==> src/hw/rtl/assert_macros.svh <==
// Assertion macros shared by the RTL files.
`ifndef ASSERT_MACROS_SVH
`define ASSERT_MACROS_SVH

// Same-cycle implication, checked on every rising clock edge out of reset.
`define ASSERT_IMPL(label, ante, cons, msg) \
   label: assert property (@(posedge clock) disable iff (reset) (ante) |-> (cons)) \
      else $error(msg);

// Next-cycle implication, checked on every rising clock edge out of reset.
`define ASSERT_NEXT(label, ante, cons, msg) \
   label: assert property (@(posedge clock) disable iff (reset) (ante) |=> (cons)) \
      else $error(msg);

`endif

==> src/hw/rtl/bavd_pkg.sv <==
// Constants and divide-by-constant helpers for the block average decimator.
package bavd_pkg;

   localparam int BLOCK_LEN = 10;

   localparam int CODE_W   = 16;
   localparam int OFFSET_W = 16;
   localparam int FS_W     = 14;
   localparam int SUM_W    = 21;
   localparam int AVG_W    = 17;
   localparam int FOLD_W   = 16;
   localparam int MV_RAW_W = 15;
   localparam int MV_W     = 14;
   localparam int DIGIT_W  = 4;
   localparam int CSR_W    = 16;
   localparam int COUNT_W  = $clog2(BLOCK_LEN);

   localparam logic [COUNT_W-1:0] LAST_COUNT = COUNT_W'(BLOCK_LEN - 1);

   // Block divide: sum * ceil(2^25 / BLOCK_LEN) >> 25, exact for sums below 2^21.
   localparam int BDIV_SHIFT = 25;
   localparam int BDIV_MUL_W = 26;
   localparam logic [BDIV_MUL_W-1:0] BDIV_MUL =
      BDIV_MUL_W'(((64'd1 << BDIV_SHIFT) + 64'(BLOCK_LEN) - 64'd1) / 64'(BLOCK_LEN));
   localparam int BDIV_PROD_W = SUM_W + BDIV_MUL_W;

   localparam logic [OFFSET_W-1:0] OFFSET_RESET = 16'd2950;
   localparam logic [FS_W-1:0]     FS_RESET     = 14'd6300;

   localparam logic [AVG_W-1:0]    AVG_CLAMP    = 17'd65536;
   localparam logic [AVG_W-1:0]    AVG_HALF_MAX = 17'd32767;
   localparam logic [MV_W-1:0]     MV_CLAMP     = 14'd9999;

   localparam logic [0:0] CSR_CODE_OFFSET   = 1'b0;
   localparam logic [0:0] CSR_FULL_SCALE_MV = 1'b1;

   // avg / 1000 for avg <= 65536: * 67109 >> 26
   function automatic logic [6:0] div1000_avg(input logic [AVG_W-1:0] x);
      logic [33:0] p;
      p = 34'(x) * 34'd67109;
      return p[32:26];
   endfunction

   // mv / 100 for mv <= 9999: * 5243 >> 19
   function automatic logic [6:0] div100_mv(input logic [MV_W-1:0] x);
      logic [26:0] p;
      p = 27'(x) * 27'd5243;
      return p[25:19];
   endfunction

   // x / 100 for x < 1000: * 41 >> 12
   function automatic logic [3:0] div100_small(input logic [9:0] x);
      logic [15:0] p;
      p = 16'(x) * 16'd41;
      return p[15:12];
   endfunction

   // x / 10 for x < 1000: * 205 >> 11
   function automatic logic [6:0] div10_small(input logic [9:0] x);
      logic [17:0] p;
      p = 18'(x) * 18'd205;
      return p[17:11];
   endfunction

   // x % 10 for x < 1000
   function automatic logic [DIGIT_W-1:0] rem10_small(input logic [9:0] x);
      logic [9:0] t;
      t = x - (10'(div10_small(x)) * 10'd10);
      return t[DIGIT_W-1:0];
   endfunction

endpackage

==> src/hw/rtl/block_average_volt_digits.sv <==
// Block average decimator with binary and decimal average and voltage read-out.
//
// channel   direction  handshake              words
// req_      in         req_valid / req_stall  sample_code
// rsp_      out        rsp_valid / rsp_stall  average_code, digits, millivolts
// csr_      in         csr_wr_en              code_offset (0), full_scale_mv (1)
//
// One sample per cycle while req_stall is low; one result word per BLOCK_LEN samples.
// A result passes, after the sample that closes its block, through a five-stage
// arithmetic pipeline (block divide, fold and scale multiply, digit splitting) and
// the output register; each stage holds while the next is full.
// req_stall rises only on a block-closing sample when the first stage is full.
// Synchronous reset clears the accumulator, count, valids and restores registers.
`include "assert_macros.svh"

module block_average_volt_digits (
   input  logic                          clock,
   input  logic                          reset,
   input  logic                          req_valid,
   output logic                          req_stall,
   input  logic [bavd_pkg::CODE_W-1:0]   req_sample_code,
   output logic                          rsp_valid,
   input  logic                          rsp_stall,
   output logic [bavd_pkg::AVG_W-1:0]    rsp_average_code,
   output logic [bavd_pkg::DIGIT_W-1:0]  rsp_avg_digit_4,
   output logic [bavd_pkg::DIGIT_W-1:0]  rsp_avg_digit_3,
   output logic [bavd_pkg::DIGIT_W-1:0]  rsp_avg_digit_2,
   output logic [bavd_pkg::DIGIT_W-1:0]  rsp_avg_digit_1,
   output logic [bavd_pkg::DIGIT_W-1:0]  rsp_avg_digit_0,
   output logic [bavd_pkg::MV_W-1:0]     rsp_millivolts,
   output logic [bavd_pkg::DIGIT_W-1:0]  rsp_volt_digit_3,
   output logic [bavd_pkg::DIGIT_W-1:0]  rsp_volt_digit_2,
   output logic [bavd_pkg::DIGIT_W-1:0]  rsp_volt_digit_1,
   output logic [bavd_pkg::DIGIT_W-1:0]  rsp_volt_digit_0,
   input  logic                          csr_wr_en,
   input  logic [0:0]                    csr_index,
   input  logic [bavd_pkg::CSR_W-1:0]    csr_wdata
);
   import bavd_pkg::*;

   logic [OFFSET_W-1:0]    code_offset_ff;
   logic [FS_W-1:0]        full_scale_mv_ff;

   logic [SUM_W-1:0]       sum_ff, sum_in;
   logic [COUNT_W-1:0]     count_ff;
   logic                   take, last;

   logic                   v1_ff, v2_ff, v3_ff, v4_ff, v5_ff, rsp_valid_ff;
   logic                   rdy1, rdy2, rdy3, rdy4, rdy5, rdy_out;

   // stage 1: block sum
   logic [SUM_W-1:0]       sum1_ff;
   logic [BDIV_PROD_W-1:0] bdiv_prod;
   // stage 2: raw average
   logic [SUM_W-1:0]       avg2_raw_ff;
   logic [AVG_W-1:0]       avg_in, fold_diff;
   logic [FOLD_W-1:0]      folded;
   logic [29:0]            mv_prod;
   // stage 3: clamped average, raw millivolts
   logic [AVG_W-1:0]       avg3_ff;
   logic [MV_RAW_W-1:0]    mv3_raw_ff;
   logic [MV_W-1:0]        mv_in;
   logic [6:0]             a_hi_in, m_hi_in;
   logic [9:0]             a_lo_in;
   logic [6:0]             m_lo_in;
   logic [AVG_W-1:0]       a_lo_full;
   logic [MV_W-1:0]        m_lo_full;
   // stage 4: split values
   logic [AVG_W-1:0]       avg4_ff;
   logic [MV_W-1:0]        mv4_ff;
   logic [6:0]             a_hi4_ff, m_hi4_ff, m_lo4_ff;
   logic [9:0]             a_lo4_ff;
   logic [3:0]             ad2_in;
   logic [9:0]             a_r_full;
   // stage 5: most digits
   logic [AVG_W-1:0]       avg5_ff;
   logic [MV_W-1:0]        mv5_ff;
   logic [DIGIT_W-1:0]     ad4_5_ff, ad3_5_ff, ad2_5_ff;
   logic [DIGIT_W-1:0]     vd3_5_ff, vd2_5_ff, vd1_5_ff, vd0_5_ff;
   logic [6:0]             a_r5_ff;
   // output register
   logic [AVG_W-1:0]       out_avg_ff;
   logic [MV_W-1:0]        out_mv_ff;
   logic [DIGIT_W-1:0]     out_ad4_ff, out_ad3_ff, out_ad2_ff, out_ad1_ff, out_ad0_ff;
   logic [DIGIT_W-1:0]     out_vd3_ff, out_vd2_ff, out_vd1_ff, out_vd0_ff;

   // configuration registers
   always_ff @(posedge clock) begin
      if (reset) begin
         code_offset_ff   <= OFFSET_RESET;
         full_scale_mv_ff <= FS_RESET;
      end else if (csr_wr_en) begin
         unique case (csr_index)
            CSR_CODE_OFFSET:   code_offset_ff   <= csr_wdata[OFFSET_W-1:0];
            CSR_FULL_SCALE_MV: full_scale_mv_ff <= csr_wdata[FS_W-1:0];
            default: ;
         endcase
      end
   end

   // ready chain, output side first
   assign rdy_out = !rsp_valid_ff || !rsp_stall;
   assign rdy5    = !v5_ff || rdy_out;
   assign rdy4    = !v4_ff || rdy5;
   assign rdy3    = !v3_ff || rdy4;
   assign rdy2    = !v2_ff || rdy3;
   assign rdy1    = !v1_ff || rdy2;

   // accumulator
   assign last      = (count_ff == LAST_COUNT);
   assign req_stall = last && !rdy1;
   assign take      = req_valid && !req_stall;
   assign sum_in    = sum_ff + SUM_W'(req_sample_code) + SUM_W'(code_offset_ff);

   always_ff @(posedge clock) begin
      if (reset) begin
         sum_ff   <= '0;
         count_ff <= '0;
      end else if (take) begin
         if (last) begin
            sum_ff   <= '0;
            count_ff <= '0;
         end else begin
            sum_ff   <= sum_in;
            count_ff <= count_ff + COUNT_W'(1);
         end
      end
   end

   // stage valids
   always_ff @(posedge clock) begin
      if (reset) begin
         v1_ff        <= 1'b0;
         v2_ff        <= 1'b0;
         v3_ff        <= 1'b0;
         v4_ff        <= 1'b0;
         v5_ff        <= 1'b0;
         rsp_valid_ff <= 1'b0;
      end else begin
         if (rdy1)    v1_ff        <= take && last;
         if (rdy2)    v2_ff        <= v1_ff;
         if (rdy3)    v3_ff        <= v2_ff;
         if (rdy4)    v4_ff        <= v3_ff;
         if (rdy5)    v5_ff        <= v4_ff;
         if (rdy_out) rsp_valid_ff <= v5_ff;
      end
   end

   // stage 1 -> 2: divide by block length
   assign bdiv_prod = BDIV_PROD_W'(sum1_ff) * BDIV_PROD_W'(BDIV_MUL);

   // stage 2 -> 3: clamp, fold, scale
   assign avg_in    = (avg2_raw_ff > SUM_W'(AVG_CLAMP)) ? AVG_CLAMP : avg2_raw_ff[AVG_W-1:0];
   assign fold_diff = AVG_CLAMP - avg_in;
   assign folded    = (avg_in > AVG_HALF_MAX) ? fold_diff[FOLD_W-1:0] : avg_in[FOLD_W-1:0];
   assign mv_prod   = 30'(folded) * 30'(full_scale_mv_ff);

   // stage 3 -> 4: clamp millivolts, split into high and low parts
   assign mv_in     = (mv3_raw_ff > MV_RAW_W'(MV_CLAMP)) ? MV_CLAMP : mv3_raw_ff[MV_W-1:0];
   assign a_hi_in   = div1000_avg(avg3_ff);
   assign a_lo_full = avg3_ff - (AVG_W'(a_hi_in) * AVG_W'(1000));
   assign a_lo_in   = a_lo_full[9:0];
   assign m_hi_in   = div100_mv(mv_in);
   assign m_lo_full = mv_in - (MV_W'(m_hi_in) * MV_W'(100));
   assign m_lo_in   = m_lo_full[6:0];

   // stage 4 -> 5: hundreds digit of the low part
   assign ad2_in   = div100_small(a_lo4_ff);
   assign a_r_full = a_lo4_ff - (10'(ad2_in) * 10'd100);

   always_ff @(posedge clock) begin
      if (take && last && rdy1) begin
         sum1_ff <= sum_in;
      end
      if (v1_ff && rdy2) begin
         avg2_raw_ff <= bdiv_prod[BDIV_SHIFT+SUM_W-1:BDIV_SHIFT];
      end
      if (v2_ff && rdy3) begin
         avg3_ff    <= avg_in;
         mv3_raw_ff <= mv_prod[15+MV_RAW_W-1:15];
      end
      if (v3_ff && rdy4) begin
         avg4_ff  <= avg3_ff;
         mv4_ff   <= mv_in;
         a_hi4_ff <= a_hi_in;
         a_lo4_ff <= a_lo_in;
         m_hi4_ff <= m_hi_in;
         m_lo4_ff <= m_lo_in;
      end
      if (v4_ff && rdy5) begin
         avg5_ff  <= avg4_ff;
         mv5_ff   <= mv4_ff;
         ad4_5_ff <= DIGIT_W'(div10_small(10'(a_hi4_ff)));
         ad3_5_ff <= rem10_small(10'(a_hi4_ff));
         ad2_5_ff <= ad2_in;
         a_r5_ff  <= a_r_full[6:0];
         vd3_5_ff <= DIGIT_W'(div10_small(10'(m_hi4_ff)));
         vd2_5_ff <= rem10_small(10'(m_hi4_ff));
         vd1_5_ff <= DIGIT_W'(div10_small(10'(m_lo4_ff)));
         vd0_5_ff <= rem10_small(10'(m_lo4_ff));
      end
      if (v5_ff && rdy_out) begin
         out_avg_ff <= avg5_ff;
         out_mv_ff  <= mv5_ff;
         out_ad4_ff <= ad4_5_ff;
         out_ad3_ff <= ad3_5_ff;
         out_ad2_ff <= ad2_5_ff;
         out_ad1_ff <= DIGIT_W'(div10_small(10'(a_r5_ff)));
         out_ad0_ff <= rem10_small(10'(a_r5_ff));
         out_vd3_ff <= vd3_5_ff;
         out_vd2_ff <= vd2_5_ff;
         out_vd1_ff <= vd1_5_ff;
         out_vd0_ff <= vd0_5_ff;
      end
   end

   assign rsp_valid        = rsp_valid_ff;
   assign rsp_average_code = out_avg_ff;
   assign rsp_avg_digit_4  = out_ad4_ff;
   assign rsp_avg_digit_3  = out_ad3_ff;
   assign rsp_avg_digit_2  = out_ad2_ff;
   assign rsp_avg_digit_1  = out_ad1_ff;
   assign rsp_avg_digit_0  = out_ad0_ff;
   assign rsp_millivolts   = out_mv_ff;
   assign rsp_volt_digit_3 = out_vd3_ff;
   assign rsp_volt_digit_2 = out_vd2_ff;
   assign rsp_volt_digit_1 = out_vd1_ff;
   assign rsp_volt_digit_0 = out_vd0_ff;

   `ASSERT_NEXT(a_block_clear, take && last, sum_ff == '0 && count_ff == '0, "accumulator not cleared after block")
   `ASSERT_NEXT(a_stage1_hold, v1_ff && !rdy2, v1_ff && $stable(sum1_ff), "block sum lost while stalled")
   `ASSERT_IMPL(a_volt_digits, rsp_valid, rsp_millivolts == (MV_W'(rsp_volt_digit_3) * MV_W'(1000) + MV_W'(rsp_volt_digit_2) * MV_W'(100) + MV_W'(rsp_volt_digit_1) * MV_W'(10) + MV_W'(rsp_volt_digit_0)), "volt digits disagree with millivolts")
   `ASSERT_IMPL(a_avg_digits, rsp_valid, rsp_average_code == (AVG_W'(rsp_avg_digit_4) * AVG_W'(10000) + AVG_W'(rsp_avg_digit_3) * AVG_W'(1000) + AVG_W'(rsp_avg_digit_2) * AVG_W'(100) + AVG_W'(rsp_avg_digit_1) * AVG_W'(10) + AVG_W'(rsp_avg_digit_0)), "average digits disagree with average")

endmodule

==> config.mk <==
export PLATFORM = sky130hd
export DESIGN_NAME = block_average_volt_digits
export DESIGN_NICKNAME = d
export VERILOG_FILES = /design/src/hw/rtl/bavd_pkg.sv /design/src/hw/rtl/block_average_volt_digits.sv
export VERILOG_INCLUDE_DIRS = /design/src /design/src/hw/rtl
export SDC_FILE = /design/constraint.sdc
export NUM_CORES = 2
export LEC_CHECK = 0
export ABC_CLOCK_PERIOD_IN_PS = 9800
export BUFFER_PORTS_ARGS = -buffer_cell sky130_fd_sc_hd__buf_2
export CAP_MARGIN = 20
export CORE_MARGIN = 5
export CORE_UTILIZATION = 60
export DETAILED_ROUTE_END_ITERATION = 6
export PLACE_DENSITY = 0.89
export SLEW_MARGIN = 25
export SYNTH_ARGS = -nofsm -noshare
export SYNTH_HDL_FRONTEND = slang
export SYNTH_SLANG_ARGS = --single-unit
export TNS_END_PERCENT = 30
==> constraint.sdc <==
create_clock -name clock -period 9.8 [get_ports clock]
set_input_delay 1.96 -clock clock [delete_from_list [all_inputs] [get_ports clock]]
set_output_delay 1.96 -clock clock [all_outputs]
set_load 0.03 [all_outputs]
==> impl_metrics.env <==
export IMPL_dr_pass1_iters=5
export IMPL_initialDrtViolationCount=1743
export IMPL_finalPower_uw=3630
export IMPL_yosysTopAreaCell="fa_1"
export IMPL_ctsHoldBuffers=0
export IMPL_fp_dieH_um=259
export IMPL_fin_crit_ns=9.31
export IMPL_ant_nets=0
export IMPL_synth_compound_area_share_pct=5.60
export IMPL_htree_levels=2
export IMPL_root_buffer="clkbuf_16"
export IMPL_wirelength_um=82400
export IMPL_slew_headroom_pct=32.3
export IMPL_fillers=4349
export IMPL_crit_end="mv3_raw_ff[13]$_DFFE_PP_"
export IMPL_critPathKind="reg -> reg"
export IMPL_post_cts_buffers=0
export IMPL_hold_viol=0
export IMPL_gp_congestion=0.943
export IMPL_regArea_sq_um=8910
export IMPL_grt_busiest_layer="met2"
export IMPL_arrival_ns=9.61
export IMPL_synth_top_cell_area_share_pct=25.6
export IMPL_final_layout_size_suffix_gt1_share_pct=6.31
export IMPL_power_leakage_uw=0.0203
export IMPL_max_freq_mhz=107
export IMPL_grtUsageMet1_pct=31.2
export IMPL_synth_area_sq_um=37300
export IMPL_fin_skew_ns=0.0358
export IMPL_place_hpwl_um=66300
export IMPL_clkTransAtPathRegs_ns=0.07
export IMPL_ys_types=70
export IMPL_critPathLaunch="avg2_raw_ff[1]$_DFFE_PP_"
export IMPL_clock_sinks=317
export IMPL_ios=107
export IMPL_grt_pass1_vias=27600
export IMPL_cp_max_fo=9
export IMPL_design_die_area_sq_um=67300
export IMPL_yosys_top_cells_area="fa_1 (26%), ha_1 (25%), edfxtp_1 (21%), inv_1 (8.0%), dfxtp_1 (3.3%)"
export IMPL_setup_violations=0
export IMPL_synth_seq_cells=317
export IMPL_synthMuxAreaShare_pct=0.0805
export IMPL_grt_max_degree=66
export IMPL_portBuffers=106
export IMPL_grt_pass1_wl_um=137000
export IMPL_synthCells=3466
export IMPL_via_count=25000
export IMPL_start_kind="flop"
export IMPL_core_sq_um=61700
export IMPL_avgRoutedWirePerCell_um=18.6
export IMPL_dieWidth_um=259
export IMPL_synth_fa_ha_area_share_pct=50.6
export IMPL_peakVddDrop_uv=186
export IMPL_cts_tree="built"
export IMPL_yosys_warnings=0
export IMPL_synth_edf_count=256
export IMPL_power_density_nw_per_um2=90.8
export IMPL_grtUsageTotal_pct=25.3
export IMPL_slew_violations=0
export IMPL_end_kind="flop"
export IMPL_antenna_found_initial=1
export IMPL_drv_cap=0
export IMPL_required_ns=10.10
export IMPL_met3_usage_pct=4.91
export IMPL_critPathMaxStageDelay_ns=0.56
export IMPL_rows=91
export IMPL_synth_top_family_by_area="adder cells"
export IMPL_cts_buffers=35
export IMPL_synthSimpleGateAreaFrac_pct=7.95
export IMPL_clk_latency_ns=0.57
export IMPL_synth_flop_cell="edfxtp_1"
export IMPL_finalSetupTns_ns=0
export IMPL_worstReg2RegStart="avg2_raw_ff[1]$_DFFE_PP_"
export IMPL_remaining_drc_errors=0
export IMPL_ctsResizeCount=0
export IMPL_ff2ff_path_depth=34
export IMPL_slowest_stage="fa_1"
export IMPL_use_met2_pct=43.4
export IMPL_worst_hold_path_type="reg -> reg"
export IMPL_multi_input_area_sq_um=25200
export IMPL_cp_common_cell="fa_1"
export IMPL_rsz0062_at_grt="false"
export IMPL_initial_utilization_pct=60.5
export IMPL_rrSetupSlack_ns=0.49
export IMPL_fin_nets=4833
export IMPL_outcome="finished, final reports clean"
export IMPL_synthArstFlopShare_pct=0
export IMPL_tightest_slew_ns=1.01
export IMPL_layout_area_overhead_vs_synth_pct=7.17
export IMPL_synth_xor_area_share_pct=3.29
export IMPL_syn_avg_cell_area_sq_um=10.8
export IMPL_yosysSeqAreaShare_pct=23.9
export IMPL_fin_crit_sh_pct=95.0
export IMPL_viasPerCell=5.62
export IMPL_worst_r2r_endpoint="mv3_raw_ff[13]$_DFFE_PP_"
export IMPL_cts_buffer_depth=3
export IMPL_syn_nets=4726
export IMPL_grt_overflow_total=0
-- per-stage QoR --
| stage | cell area (sq um) | utilization, % | setup slack, ns | std cells | hold WS [ns] |
|---|---|---|---|---|---|
| global placement | 38900 | 63.0 | 0.702 | 4373 | 0.401 |
| CTS | 40000 | 64.8 | 0.460 | 4437 | 0.398 |
| global route | 40000 | 64.8 | 0.0202 | 4437 | 0.409 |
| floorplan | 37300 | - | 1.11 | 3466 | 0.400 |
| finish | 40000 | 64.8 | 0.495 | 4438 | 0.400 |
| detailed placement | 38900 | 63.0 | 0.552 | 4373 | 0.405 |
-- cells by family after synthesis --
logic type | Yosys count
flip-flops | 317
AND/OR/NAND/NOR | 605
multiplexers | 3
buffers and inverters | 857
XOR/XNOR | 140
adder cells (fa/ha/maj) | 1222
AO/OA/AOI/OAI | 322
-- where the power goes --
part / total [uW] / internal [uW] / switching [uW]
logic: 799 / 339 / 460
registers: 1550 / 1510 / 41.3
clock network: 1280 / 688 / 596
-- cells in the final DEF (no fill, tap or decap), types with 83 or more instances in the layout --
master	count
a21oi_1	117
and2_1	104
buf_2	106
edfxtp_1	256
fa_1	477
ha_1	745
inv_1	795
nand2_1	232
nor2_1	83
xnor2_1	91
-- per-layer routing --
metal / part of all wire [%] / vias up
met4: 5.0 / 0
met1: 39 / 12200
met2: 49 / 1011
met3: 7.7 / 283
li1: - / 11500
met5: 0 / -
-- layout make-up --
| cell class | instances | area share [%] |
|---|---|---|
| antenna | 1 | 0.00626 |
| clock buffer | 40 | 2.29 |
| clock inverter | 24 | 0.488 |
| inverter | 795 | 7.46 |
| multi-input combinational | 2292 | 63.1 |
| sequential | 317 | 22.3 |
| tap | 837 | 2.62 |
| timing repair buffer | 132 | 1.81 |
-- critical path: cells and delay by family, from the launching register on --
| family | cells | cell delay, ns |
|---|---|---|
| xor gates and xnor gates | 1 | 0.15 |
| and+or+nand+nor | 12 | 2.70 |
| DFF | 1 | 0.50 |
| adders and majority gates | 8 | 3.60 |
| muxes | 1 | 0.22 |
| AOI/OAI and AO/OA | 7 | 1.44 |
| buffers and inverters | 5 | 0.44 |
-- worst min-delay path by stage --
stage                                     start                            end  slack (ns)  cells after the start
after floorplan           avg4_ff[10]$_DFFE_PP_          avg5_ff[10]$_DFFE_PP_        0.40                      0
after global placement    vd2_5_ff[3]$_DFFE_PP_  rsp_volt_digit_2[3]$_DFFE_PP_        0.40                      0
after detailed placement   avg4_ff[6]$_DFFE_PP_           avg5_ff[6]$_DFFE_PP_        0.40                      0
after CTS                 ad4_5_ff[2]$_DFFE_PP_   rsp_avg_digit_4[2]$_DFFE_PP_        0.40                      0
after global routing      ad4_5_ff[2]$_DFFE_PP_   rsp_avg_digit_4[2]$_DFFE_PP_        0.41                      0
final                     ad4_5_ff[2]$_DFFE_PP_   rsp_avg_digit_4[2]$_DFFE_PP_        0.40                      0
-- flip-flops by register name, summed over array words and instances, names as in the netlist, 16 cells and up --
name and cells:
avg2_raw_ff 18, avg3_ff 17, avg4_ff 17, avg5_ff 17
code_offset_ff 16, rsp_average_code 17, sum1_ff 21, sum_ff 21
-- cell usage after synthesis, types with 9 or more instances --
cell type / n
edfxtp_1: 256
a31o_2: 9
clkbuf_1: 51
nand2_1: 233
xor2_1: 49
inv_1: 795
a22oi_1: 10
and3_1: 30
fa_1: 477
nand3_1: 46
o21ai_0: 45
xnor2_1: 91
nor2b_1: 15
or2_2: 9
nor2_1: 83
dfxtp_1: 61
o21a_1: 20
ha_1: 745
nand4_1: 20
a21o_1: 41
and2_1: 104
nand2b_1: 16
a21oi_1: 117
nor3_1: 21
Power figures use the tool's default switching activity.
